### config.mk
export PLATFORM = sky130hd
export DESIGN_NAME = led_hue_intensity_fade_engine
export DESIGN_NICKNAME = d
export VERILOG_FILES = /design/src/rtl/lhfe_pkg.sv /design/src/rtl/lhfe_ctrl.sv /design/src/rtl/lhfe_datapath.sv /design/src/rtl/led_hue_intensity_fade_engine.sv
export SDC_FILE = /design/constraint.sdc
export NUM_CORES = 2
export LEC_CHECK = 0
export ABC_AREA = 0
export BUFFER_PORTS_ARGS = -buffer_cell sky130_fd_sc_hd__buf_2
export CORE_MARGIN = 2
export CORE_UTILIZATION = 50
export CTS_CLUSTER_DIAMETER = 50
export CTS_CLUSTER_SIZE = 12
export DETAILED_ROUTE_END_ITERATION = 10
export PLACE_DENSITY = 0.65
export SETUP_SLACK_MARGIN = 0.3
export SYNTH_ARGS = -nofsm -noshare
export SYNTH_HDL_FRONTEND = slang
export SYNTH_HIERARCHICAL = 1
export SYNTH_SLANG_ARGS = --single-unit
### constraint.sdc
create_clock -name clock -period 21.5 [get_ports clock]
set_input_delay 3.225 -clock clock [delete_from_list [all_inputs] [get_ports clock]]
set_output_delay 3.225 -clock clock [all_outputs]
set_load 0.005 [all_outputs]
### src/rtl/lhfe_pkg.sv
// Shared types and constants for the LED hue and intensity fade engine.
// Used by the controller, the datapath and the top level; no dependencies.
`default_nettype none
package lhfe_pkg;

   localparam int LEDS    = 32;
   localparam int HUE_MAX = 1535;

   localparam int CMD_W  = 3;
   localparam int LED_W  = 5;
   localparam int HUE_W  = 11;
   localparam int LVL_W  = 8;
   localparam int RING_W = HUE_W + 1;
   localparam int IDX_W  = (LEDS > 1) ? $clog2(LEDS) : 1;
   localparam int CNT_W  = $clog2(LEDS + 1);
   localparam int CMP_W  = 7;

   localparam logic [HUE_W-1:0]  HUE_MAX_V = HUE_W'(HUE_MAX);
   localparam logic [RING_W-1:0] RING_V    = RING_W'(HUE_MAX + 1);

   localparam logic [CMD_W-1:0] CMD_SET_HUE_LVL = 3'd0;
   localparam logic [CMD_W-1:0] CMD_SET_LVL     = 3'd1;
   localparam logic [CMD_W-1:0] CMD_LATCH_DIR   = 3'd2;
   localparam logic [CMD_W-1:0] CMD_TICK        = 3'd3;
   localparam logic [CMD_W-1:0] CMD_SWITCH      = 3'd4;
   localparam logic [CMD_W-1:0] CMD_SNAP        = 3'd5;

   typedef enum logic [2:0] {
      OP_SET,
      OP_LATCH,
      OP_TICK,
      OP_SWITCH,
      OP_SNAP,
      OP_EMIT
   } op_type;

   typedef enum logic {
      ST_IDLE,
      ST_WALK
   } state_type;

   typedef struct packed {
      logic             up;
      logic [LVL_W-1:0] tgt_lvl;
      logic [HUE_W-1:0] tgt_hue;
      logic [LVL_W-1:0] cur_lvl;
      logic [HUE_W-1:0] cur_hue;
   } entry_type;

   typedef struct packed {
      logic             req_load;
      op_type           op;
      logic             rd_en;
      logic [IDX_W-1:0] rd_addr;
      logic             wr_en;
      logic [IDX_W-1:0] wr_addr;
      logic             last;
   } ctl_cmd_type;

endpackage
`default_nettype wire

### src/rtl/lhfe_ctrl.sv
// Controller of the fade engine: command decode, walk sequencer and read pipeline control.
// Depends on lhfe_pkg; drives the datapath through a command struct.
`default_nettype none
module lhfe_ctrl (
   input  wire logic                       clock,
   input  wire logic                       reset,
   input  wire logic                       req_tvalid,
   output logic                            req_tready,
   input  wire logic [lhfe_pkg::CMD_W-1:0] req_command,
   input  wire logic [lhfe_pkg::LED_W-1:0] req_led_index,
   input  wire logic                       out_free,
   output lhfe_pkg::ctl_cmd_type           cmd
);
   import lhfe_pkg::*;

   state_type        state_ff, state_in;
   op_type           op_ff, op_in;
   logic             single_ff, single_in;
   logic [LED_W-1:0] led_idx_ff, led_idx_in;
   logic [CNT_W-1:0] iss_cnt_ff, iss_cnt_in;
   logic             s1_vld_ff, s1_vld_in;
   logic [IDX_W-1:0] s1_addr_ff, s1_addr_in;

   logic             accept;
   logic             start;
   op_type           start_op;
   logic             start_single;
   logic             walk;
   logic             emit_pass;
   logic             consume;
   logic             advance;
   logic             more;
   logic             done;
   logic [IDX_W-1:0] rd_addr;
   logic             rd_en;

   always_comb begin
      start        = 1'b0;
      start_op     = OP_SET;
      start_single = 1'b0;
      unique case (req_command)
         CMD_SET_HUE_LVL, CMD_SET_LVL: begin
            start        = (CMP_W'(req_led_index) < CMP_W'(LEDS));
            start_single = 1'b1;
         end
         CMD_LATCH_DIR: begin
            start    = 1'b1;
            start_op = OP_LATCH;
         end
         CMD_TICK: begin
            start    = 1'b1;
            start_op = OP_TICK;
         end
         CMD_SWITCH: begin
            start    = 1'b1;
            start_op = OP_SWITCH;
         end
         CMD_SNAP: begin
            start    = 1'b1;
            start_op = OP_SNAP;
         end
         default: begin
            start = 1'b0;
         end
      endcase
   end

   always_comb begin
      walk      = (state_ff == ST_WALK);
      accept    = (state_ff == ST_IDLE) && req_tvalid;
      emit_pass = (op_ff == OP_SWITCH) || (op_ff == OP_EMIT);
      consume   = walk && s1_vld_ff && (!emit_pass || out_free);
      advance   = !s1_vld_ff || consume;
      more      = single_ff ? (iss_cnt_ff == '0) : (iss_cnt_ff < CNT_W'(LEDS));
      done      = walk && !more && (!s1_vld_ff || consume);
      rd_addr   = single_ff ? IDX_W'(led_idx_ff) : iss_cnt_ff[IDX_W-1:0];
      rd_en     = walk && advance && more;
   end

   always_comb begin
      state_in = state_ff;
      unique case (state_ff)
         ST_IDLE: begin
            if (accept && start) begin
               state_in = ST_WALK;
            end
         end
         ST_WALK: begin
            if (done && (op_ff != OP_TICK)) begin
               state_in = ST_IDLE;
            end
         end
         default: begin
            state_in = ST_IDLE;
         end
      endcase
   end

   always_comb begin
      req_tready   = (state_ff == ST_IDLE);
      cmd.req_load = accept;
      cmd.op       = op_ff;
      cmd.rd_en    = rd_en;
      cmd.rd_addr  = rd_addr;
      cmd.wr_en    = consume;
      cmd.wr_addr  = s1_addr_ff;
      cmd.last     = (s1_addr_ff == IDX_W'(LEDS - 1));
   end

   always_comb begin
      op_in      = op_ff;
      single_in  = single_ff;
      led_idx_in = led_idx_ff;
      iss_cnt_in = iss_cnt_ff;
      s1_vld_in  = s1_vld_ff;
      s1_addr_in = s1_addr_ff;
      if (accept) begin
         op_in      = start_op;
         single_in  = start_single;
         led_idx_in = req_led_index;
         iss_cnt_in = '0;
         s1_vld_in  = 1'b0;
      end else if (walk) begin
         if (done && (op_ff == OP_TICK)) begin
            op_in      = OP_EMIT;
            single_in  = 1'b0;
            iss_cnt_in = '0;
            s1_vld_in  = 1'b0;
         end else begin
            if (rd_en) begin
               iss_cnt_in = iss_cnt_ff + CNT_W'(1);
               s1_addr_in = rd_addr;
            end
            if (advance) begin
               s1_vld_in = more;
            end
         end
      end
   end

   always_ff @(posedge clock) begin
      if (reset) begin
         state_ff   <= ST_IDLE;
         op_ff      <= OP_SET;
         single_ff  <= 1'b0;
         iss_cnt_ff <= '0;
         s1_vld_ff  <= 1'b0;
      end else begin
         state_ff   <= state_in;
         op_ff      <= op_in;
         single_ff  <= single_in;
         iss_cnt_ff <= iss_cnt_in;
         s1_vld_ff  <= s1_vld_in;
      end
      led_idx_ff <= led_idx_in;
      s1_addr_ff <= s1_addr_in;
   end

   a_idle_empty: assert property (@(posedge clock) disable iff (reset)
      (state_ff == ST_IDLE) |-> !s1_vld_ff)
      else $error("read stage holds an item while idle");

   a_addr_apart: assert property (@(posedge clock) disable iff (reset)
      (cmd.rd_en && cmd.wr_en) |-> (cmd.rd_addr != cmd.wr_addr))
      else $error("read and write hit the same entry in one cycle");

   a_cnt_range: assert property (@(posedge clock) disable iff (reset)
      iss_cnt_ff <= CNT_W'(LEDS))
      else $error("walk counter ran past the last LED");

endmodule
`default_nettype wire

### src/rtl/lhfe_datapath.sv
// Datapath of the fade engine: entry memory, per-entry update logic and result register.
// Depends on lhfe_pkg; controlled by lhfe_ctrl through a command struct.
`default_nettype none
module lhfe_datapath (
   input  wire logic                       clock,
   input  wire logic                       reset,
   input  wire lhfe_pkg::ctl_cmd_type      cmd,
   input  wire logic [lhfe_pkg::CMD_W-1:0] req_command,
   input  wire logic [lhfe_pkg::HUE_W-1:0] req_hue,
   input  wire logic [lhfe_pkg::LVL_W-1:0] req_intensity,
   input  wire logic                       req_force_all,
   output logic                            out_free,
   output logic                            rsp_tvalid,
   input  wire logic                       rsp_tready,
   output logic [lhfe_pkg::LED_W-1:0]      rsp_led_out,
   output logic [lhfe_pkg::HUE_W-1:0]      rsp_hue_out,
   output logic [lhfe_pkg::LVL_W-1:0]      rsp_intensity_out,
   output logic                            rsp_touched_out,
   output logic                            rsp_settled,
   output logic                            rsp_last
);
   import lhfe_pkg::*;

   entry_type        mem [LEDS];
   logic [LEDS-1:0]  valid_ff;
   logic [LEDS-1:0]  dirty_ff;
   entry_type        rd_raw_ff;
   logic             rd_vld_ff;

   logic [HUE_W-1:0] hue_ff;
   logic [LVL_W-1:0] lvl_ff;
   logic             hue_en_ff;
   logic             force_ff;
   logic             same_ff, same_in;

   logic             out_vld_ff, out_vld_in;
   logic [LED_W-1:0] out_led_ff;
   logic [HUE_W-1:0] out_hue_ff;
   logic [LVL_W-1:0] out_lvl_ff;
   logic             out_touch_ff;
   logic             out_settled_ff;
   logic             out_last_ff;

   entry_type         cur;
   entry_type         nxt;
   logic              mark;
   logic              change;
   logic              emit;
   logic              dirty_now;
   logic [RING_W-1:0] a_ext;
   logic [RING_W-1:0] b_ext;
   logic [RING_W-1:0] hue_gap;
   logic              shorter;

   always_comb begin
      cur       = rd_vld_ff ? rd_raw_ff : '0;
      dirty_now = dirty_ff[cmd.wr_addr];
      emit      = (cmd.op == OP_SWITCH) || (cmd.op == OP_EMIT);
      nxt       = cur;
      mark      = 1'b0;
      change    = 1'b0;
      a_ext     = RING_W'(cur.cur_hue);
      b_ext     = RING_W'(cur.tgt_hue);
      hue_gap   = (a_ext > b_ext) ? (a_ext - b_ext) : (b_ext - a_ext);
      shorter   = ((RING_V - hue_gap) > hue_gap);
      unique case (cmd.op)
         OP_SET: begin
            if (hue_en_ff && (cur.cur_hue != hue_ff)) begin
               nxt.tgt_hue = hue_ff;
               mark        = 1'b1;
            end
            if (cur.cur_lvl != lvl_ff) begin
               nxt.tgt_lvl = lvl_ff;
               mark        = 1'b1;
            end
         end
         OP_LATCH: begin
            nxt.up = (a_ext > b_ext) ? !shorter : shorter;
         end
         OP_TICK: begin
            if (cur.cur_hue != cur.tgt_hue) begin
               change = 1'b1;
               if (cur.up) begin
                  nxt.cur_hue = (cur.cur_hue < HUE_MAX_V) ?
                                (cur.cur_hue + HUE_W'(1)) : '0;
               end else begin
                  nxt.cur_hue = (cur.cur_hue != '0) ?
                                (cur.cur_hue - HUE_W'(1)) : HUE_MAX_V;
               end
            end
            if (cur.cur_lvl != cur.tgt_lvl) begin
               change = 1'b1;
               if (cur.tgt_lvl > cur.cur_lvl) begin
                  nxt.cur_lvl = cur.cur_lvl + LVL_W'(1);
               end else begin
                  nxt.cur_lvl = cur.cur_lvl - LVL_W'(1);
               end
            end
            mark = change;
         end
         OP_SWITCH: begin
            nxt.cur_hue = cur.tgt_hue;
            nxt.cur_lvl = cur.tgt_lvl;
         end
         OP_SNAP: begin
            nxt.cur_hue = cur.tgt_hue;
            mark        = 1'b1;
         end
         OP_EMIT: begin
            nxt = cur;
         end
         default: begin
            nxt = cur;
         end
      endcase
   end

   always_ff @(posedge clock) begin
      if (cmd.wr_en) begin
         mem[cmd.wr_addr] <= nxt;
      end
      if (cmd.rd_en) begin
         rd_raw_ff <= mem[cmd.rd_addr];
         rd_vld_ff <= valid_ff[cmd.rd_addr];
      end
   end

   always_ff @(posedge clock) begin
      if (reset) begin
         valid_ff <= '0;
         dirty_ff <= '0;
      end else if (cmd.wr_en) begin
         valid_ff[cmd.wr_addr] <= 1'b1;
         if (emit) begin
            dirty_ff[cmd.wr_addr] <= 1'b0;
         end else if (mark) begin
            dirty_ff[cmd.wr_addr] <= 1'b1;
         end
      end
   end

   always_comb begin
      same_in = same_ff;
      if (cmd.req_load) begin
         same_in = 1'b1;
      end else if (cmd.wr_en && (cmd.op == OP_TICK) && change) begin
         same_in = 1'b0;
      end
   end

   always_ff @(posedge clock) begin
      if (cmd.req_load) begin
         hue_ff    <= (req_hue > HUE_MAX_V) ? HUE_MAX_V : req_hue;
         lvl_ff    <= req_intensity;
         hue_en_ff <= (req_command == CMD_SET_HUE_LVL);
         force_ff  <= req_force_all;
      end
      same_ff <= same_in;
   end

   always_comb begin
      out_free   = !out_vld_ff || rsp_tready;
      out_vld_in = out_vld_ff && !rsp_tready;
      if (cmd.wr_en && emit) begin
         out_vld_in = 1'b1;
      end
   end

   always_ff @(posedge clock) begin
      if (reset) begin
         out_vld_ff <= 1'b0;
      end else begin
         out_vld_ff <= out_vld_in;
      end
      if (cmd.wr_en && emit) begin
         out_led_ff     <= LED_W'(cmd.wr_addr);
         out_hue_ff     <= nxt.cur_hue;
         out_lvl_ff     <= nxt.cur_lvl;
         out_touch_ff   <= dirty_now || ((cmd.op == OP_SWITCH) && force_ff);
         out_settled_ff <= (cmd.op == OP_EMIT) && same_ff;
         out_last_ff    <= cmd.last;
      end
   end

   assign rsp_tvalid        = out_vld_ff;
   assign rsp_led_out       = out_led_ff;
   assign rsp_hue_out       = out_hue_ff;
   assign rsp_intensity_out = out_lvl_ff;
   assign rsp_touched_out   = out_touch_ff;
   assign rsp_settled       = out_settled_ff;
   assign rsp_last          = out_last_ff;

   a_no_overrun: assert property (@(posedge clock) disable iff (reset)
      (cmd.wr_en && emit) |-> out_free)
      else $error("result loaded while the previous item is still waiting");

   a_dirty_cleared: assert property (@(posedge clock) disable iff (reset)
      (cmd.wr_en && emit) |=> !dirty_ff[$past(cmd.wr_addr)])
      else $error("touched mark survived a reported entry");

   a_not_settled: assert property (@(posedge clock) disable iff (reset)
      (cmd.wr_en && (cmd.op == OP_TICK) && change && !cmd.req_load) |=> !same_ff)
      else $error("settled flag kept after an entry changed");

endmodule
`default_nettype wire

### src/rtl/led_hue_intensity_fade_engine.sv
// Set commands update a single LED; latch and snap walk every LED, one LED per cycle.
// Switch streams LEDS results, one per cycle unless rsp_tready holds the output back.
// Tick steps all LEDS, then streams LEDS results.
// One entry is read and one entry written per cycle, unless a waiting result stalls the walk.
// Synchronous reset clears control state and the valid and touched bits; all
// entries then read as zero, with no clearing pass.
`default_nettype none
module led_hue_intensity_fade_engine (
   input  wire logic        clock,
   input  wire logic        reset,
   input  wire logic        req_tvalid,
   output logic             req_tready,
   // Fields from bit 0: command[2:0], led_index[7:3], hue[18:8], intensity[26:19].
   input  wire logic [31:0] req_tdata,
   // Fields from bit 0: force_all[0].
   input  wire logic        req_tuser,
   output logic             rsp_tvalid,
   input  wire logic        rsp_tready,
   // Fields from bit 0: led_out[4:0], hue_out[15:5], intensity_out[23:16].
   output logic [23:0]      rsp_tdata,
   // Fields from bit 0: touched_out[0], settled[1].
   output logic [1:0]       rsp_tuser,
   output logic             rsp_tlast
);
   import lhfe_pkg::*;

   ctl_cmd_type      cmd;
   logic             out_free;
   logic [CMD_W-1:0] req_command;
   logic [LED_W-1:0] req_led_index;
   logic [HUE_W-1:0] req_hue;
   logic [LVL_W-1:0] req_intensity;
   logic [LED_W-1:0] rsp_led_out;
   logic [HUE_W-1:0] rsp_hue_out;
   logic [LVL_W-1:0] rsp_intensity_out;
   logic             rsp_touched_out;
   logic             rsp_settled;

   assign req_command   = req_tdata[2:0];
   assign req_led_index = req_tdata[7:3];
   assign req_hue       = req_tdata[18:8];
   assign req_intensity = req_tdata[26:19];

   lhfe_ctrl u_ctrl (
      .clock         (clock),
      .reset         (reset),
      .req_tvalid    (req_tvalid),
      .req_tready    (req_tready),
      .req_command   (req_command),
      .req_led_index (req_led_index),
      .out_free      (out_free),
      .cmd           (cmd)
   );

   lhfe_datapath u_datapath (
      .clock             (clock),
      .reset             (reset),
      .cmd               (cmd),
      .req_command       (req_command),
      .req_hue           (req_hue),
      .req_intensity     (req_intensity),
      .req_force_all     (req_tuser),
      .out_free          (out_free),
      .rsp_tvalid        (rsp_tvalid),
      .rsp_tready        (rsp_tready),
      .rsp_led_out       (rsp_led_out),
      .rsp_hue_out       (rsp_hue_out),
      .rsp_intensity_out (rsp_intensity_out),
      .rsp_touched_out   (rsp_touched_out),
      .rsp_settled       (rsp_settled),
      .rsp_last          (rsp_tlast)
   );

   assign rsp_tdata = {rsp_intensity_out, rsp_hue_out, rsp_led_out};
   assign rsp_tuser = {rsp_settled, rsp_touched_out};

endmodule
`default_nettype wire
==> run_results.csv <==
group,metric,value,unit
status,status,"complete, no violations",
logic_synthesis,synth_nets,3016,
floorplanning,io_pins,66,
cells_and_area,drive_gt1_frac,0.279,
placement,numPortBuffers,60,
critical_path,critPathLaunchType,"register",
global_route,grt_pass1_wl,209,mm
critical_path,cp_cell_sequence,"buf_4 > nand2_1 > inv_1 > ha_1 > nand3_1 > nor3_1 > nand3_1 > a21boi_0 > o221ai_1 > o31ai_4 > nand4_1 > o21ai_0 > ha_1 > nor3_1 > a21oi_1 > or4_1 > a31oi_1 > xnor2_1 > a21oi_2",
clock_network,cts_setup_buffers,0,
placement,dpl_worst_slack,14.40,ns
placement,post-dp-hpwl,75.6,mm
drt,drt-initial-drc-count,3786,
cells_and_area,area_growth_syn_to_layout,12.3,%
drt,via_per_inst,6.41,
critical_path,crit_arrival,7.65,ns
placement,globalplace.congestion,0.909,
pwr,p_leak,20.1,nW
clock_network,clk_latency,0.77,ns
drt,wire_per_inst,31.4,um
clock_network,cts_tree,"done",
cells_and_area,finish.instance_area,65000,um2
sta,worstMarginPinSlew,1.46,ns
sta,drv_slew,0,
logic_synthesis,async_flop_share,0,
logic_synthesis,ys_ff_latch,1424,
clock_network,clock_path_buffers,3,
sta,fin_crit,7.27,ns
drt,drcViolationCount,0,
global_route,grt_max_degree,144,
clock_network,root_buffer,"clkbuf_16",
drt,dr.pass1.iters,8,
global_route,grt.overflow.total,0,
critical_path,crit_required,21.88,ns
cells_and_area,fillCellCount,8358,
sta,hold_viol,0,
critical_path,crit_type,"register to register",
sta,setup_violations,0,
pwr,powerDensity,91.9,nW/um2
global_route,grt_pass1_vias,29600,
pwr,ir_drop,85.7,uV
clock_network,cts_resized,0,
floorplanning,rows,124,
critical_path,max_stage_delay,0.99,ns
sta,max_freq,137,MHz
critical_path,worstPathMaxFanout,58,
global_route,antenna_found_initial,8,
floorplanning,die_h,344,um
logic_synthesis,netlist-cell-type-count,82,
sta,min_period_over_period,0.338,
sta,worst_slack,14.23,ns
drt,antenna_left,0,
logic_synthesis,yosys_most_used_dff,"edfxtp_1",
drt,drt-total-wl,146,mm
sta,clock_skew,0.0261,ns
clock_network,cts.clk_slew.worst_paths,0.06,ns
logic_synthesis,syn_area,57900,um2
clock_network,htree_levels,4,
placement,placed_cell_area,60500,um2
floorplanning,die_area,118000,um2
critical_path,critPathBufInv,2,
sta,tns,0,ns
sta,slew_headroom,0.0252,
critical_path,cp_top_family,"compound AO/OA/AOI/OAI gates",
run,max-cap-violations,0,
logic_synthesis,syn_avg_cell_area,19.8,um2
clock_network,postCtsHoldBufs,0,
clock_network,clkSinkCount,1424,
logic_synthesis,synth_edf_count,1346,
clock_network,cts_inserted_buffers,148,
sta,rsz0062_at_grt,"false",
logic_synthesis,ys_seq_area_frac,0.726,
floorplanning,die_w,344,um
cells_and_area,fin_util,0.567,
floorplanning,core,115000,um2
critical_path,critical_path.slowest_cell,"a21oi_2",
critical_path,cp-end-kind,"register",
logic_synthesis,synth_cells,2929,
cells_and_area,final_nets,3135,
drt,vias,29800,
global_route,track_usage,0.249,
logic_synthesis,ys_warn_count,6,
min_path,hold_class,"register to register",
floorplanning,start_util,0.505,
-- power by group --
group	switching [mW]	total, mW	internal, mW
Combinational	0.269	0.432	0.163
Sequential	0.0152	3.12	3.10
Clock	1.04	2.42	1.38
-- layout make-up --
class	instances	area, um2	share of cell area
clock buffers	188	3930	0.0605
flip-flops and latches	1424	42000	0.646
clock inverters	39	563	0.00867
inverters	57	214	0.00329
multi-input cells	1291	15500	0.239
repair buffers	126	858	0.0132
diodes	1	2.50	0.0000385
well taps	1512	1890	0.0291
-- registers in the layout (all words and copies together) (netlist names), 5 cells and up, named ones only --
name and cells:
u_datapath/valid_ff 32, u_ctrl/iss_cnt_ff 6, u_ctrl/led_idx_ff 5, u_datapath/rsp_intensity_out 8
u_datapath/rd_raw_ff 39, u_ctrl/s1_addr_ff 5, u_datapath/lvl_ff 8, u_datapath/mem 1248
u_datapath/rsp_hue_out 11, u_datapath/hue_ff 11, u_datapath/rsp_led_out 5
-- layout by cell type, fill, tap and decap left out, drive strengths merged, types with 10 or more instances in the layout --
master	Yosys	layout
clkinv	2	17
a21o	14	14
nand2b	18	18
clkbuf	107	188
nor2	157	157
o211ai	18	18
dfxtp	78	78
mux2i	12	12
a211oi	39	39
o21ai	80	80
and2	14	14
inv	55	69
nand2	97	97
xor2	12	12
edfxtp	1346	1346
a21oi	90	90
xnor2	28	28
a31oi	10	10
buf	50	126
mux4	408	408
ha	47	47
nand3	33	33
mux2	61	61
a22oi	10	10
nor3	21	21
-- routing by layer --
| metal | global-route usage | part of all wire | vias up |
|---|---|---|---|
| met5 | 0 | 0 | - |
| met4 | 0.0726 | 0.027 | 0 |
| met3 | 0.0416 | 0.084 | 247 |
| met2 | 0.394 | 0.48 | 1437 |
| met1 | 0.361 | 0.41 | 15800 |
| li1 | - | - | 12300 |
-- kinds of logic (layout without fill, tap and decap cells) --
group                    after synthesis  in the layout  synth area share
other                                  0              1                 0
multiplexers                         481            481             0.173
buffers and inverters                214            410            0.0148
XOR/XNOR                              40             40           0.00619
adder cells (fa/ha/maj)               50             50            0.0112
AND/OR/NAND/NOR                      397            397            0.0323
flip-flops                          1424           1424             0.726
AO/OA/AOI/OAI                        323            323            0.0370
-- through the flow --
stage / std cells / hold WS (ns) / power (mW)
detailed placement: 4410 / 0.436 / 3.61
global route: 4637 / 0.468 / 6.15
floorplan: 2929 / 0.418 / 3.47
CTS: 4637 / 0.449 / 6.01
finish: 4638 / 0.462 / 5.97
global placement: 4410 / 0.434 / 3.59
-- path summary, 6_finish.rpt --
check | cells past startpoint | startpoint | endpoint | slack (ns)
hold / removal | 1 | u_datapath/same_ff | u_datapath/same_ff | 0.46
hold reg to reg | 1 | u_datapath/same_ff | u_datapath/same_ff | 0.46
setup reg to reg | 19 | u_datapath/rd_vld_ff | u_datapath/mem[13][38] | 14.23
setup / recovery | 19 | u_datapath/rd_vld_ff | u_datapath/mem[13][38] | 14.23
-- cells in the mapped netlist (4+ instances only) --
cell	count	area share
nor3b_1	5	0.00065
o221ai_1	4	0.00061
clkbuf_1	107	0.0069
nand3_1	32	0.0028
nor2_1	156	0.010
a31oi_1	10	0.0011
xor2_1	12	0.0018
buf_1	36	0.0023
mux2_2	60	0.012
edfxtp_1	1346	0.70
xnor2_1	27	0.0041
buf_4	6	0.00078
mux4_2	408	0.16
a21o_1	14	0.0018
o32ai_1	5	0.00076
buf_2	5	0.00043
o211ai_1	17	0.0022
mux2i_1	12	0.0021
a211oi_1	39	0.0051
a221oi_1	9	0.0014
a22oi_1	10	0.0013
o21bai_1	4	0.00052
inv_1	53	0.0034
nor2b_1	9	0.00097
nand4_1	9	0.00097
o21ai_1	5	0.00043
a21oi_1	87	0.0075
nand3b_1	7	0.00091
a311oi_1	5	0.00076
dfxtp_1	78	0.027
and3_1	7	0.00076
o31a_1	4	0.00061
and2_1	14	0.0015
o21ai_0	74	0.0064
o22ai_1	7	0.00076
ha_1	47	0.010
nand2b_1	18	0.0019
nand2_1	96	0.0062
nor3_1	21	0.0018
Note: power is estimated with default switching activity, not from simulation.
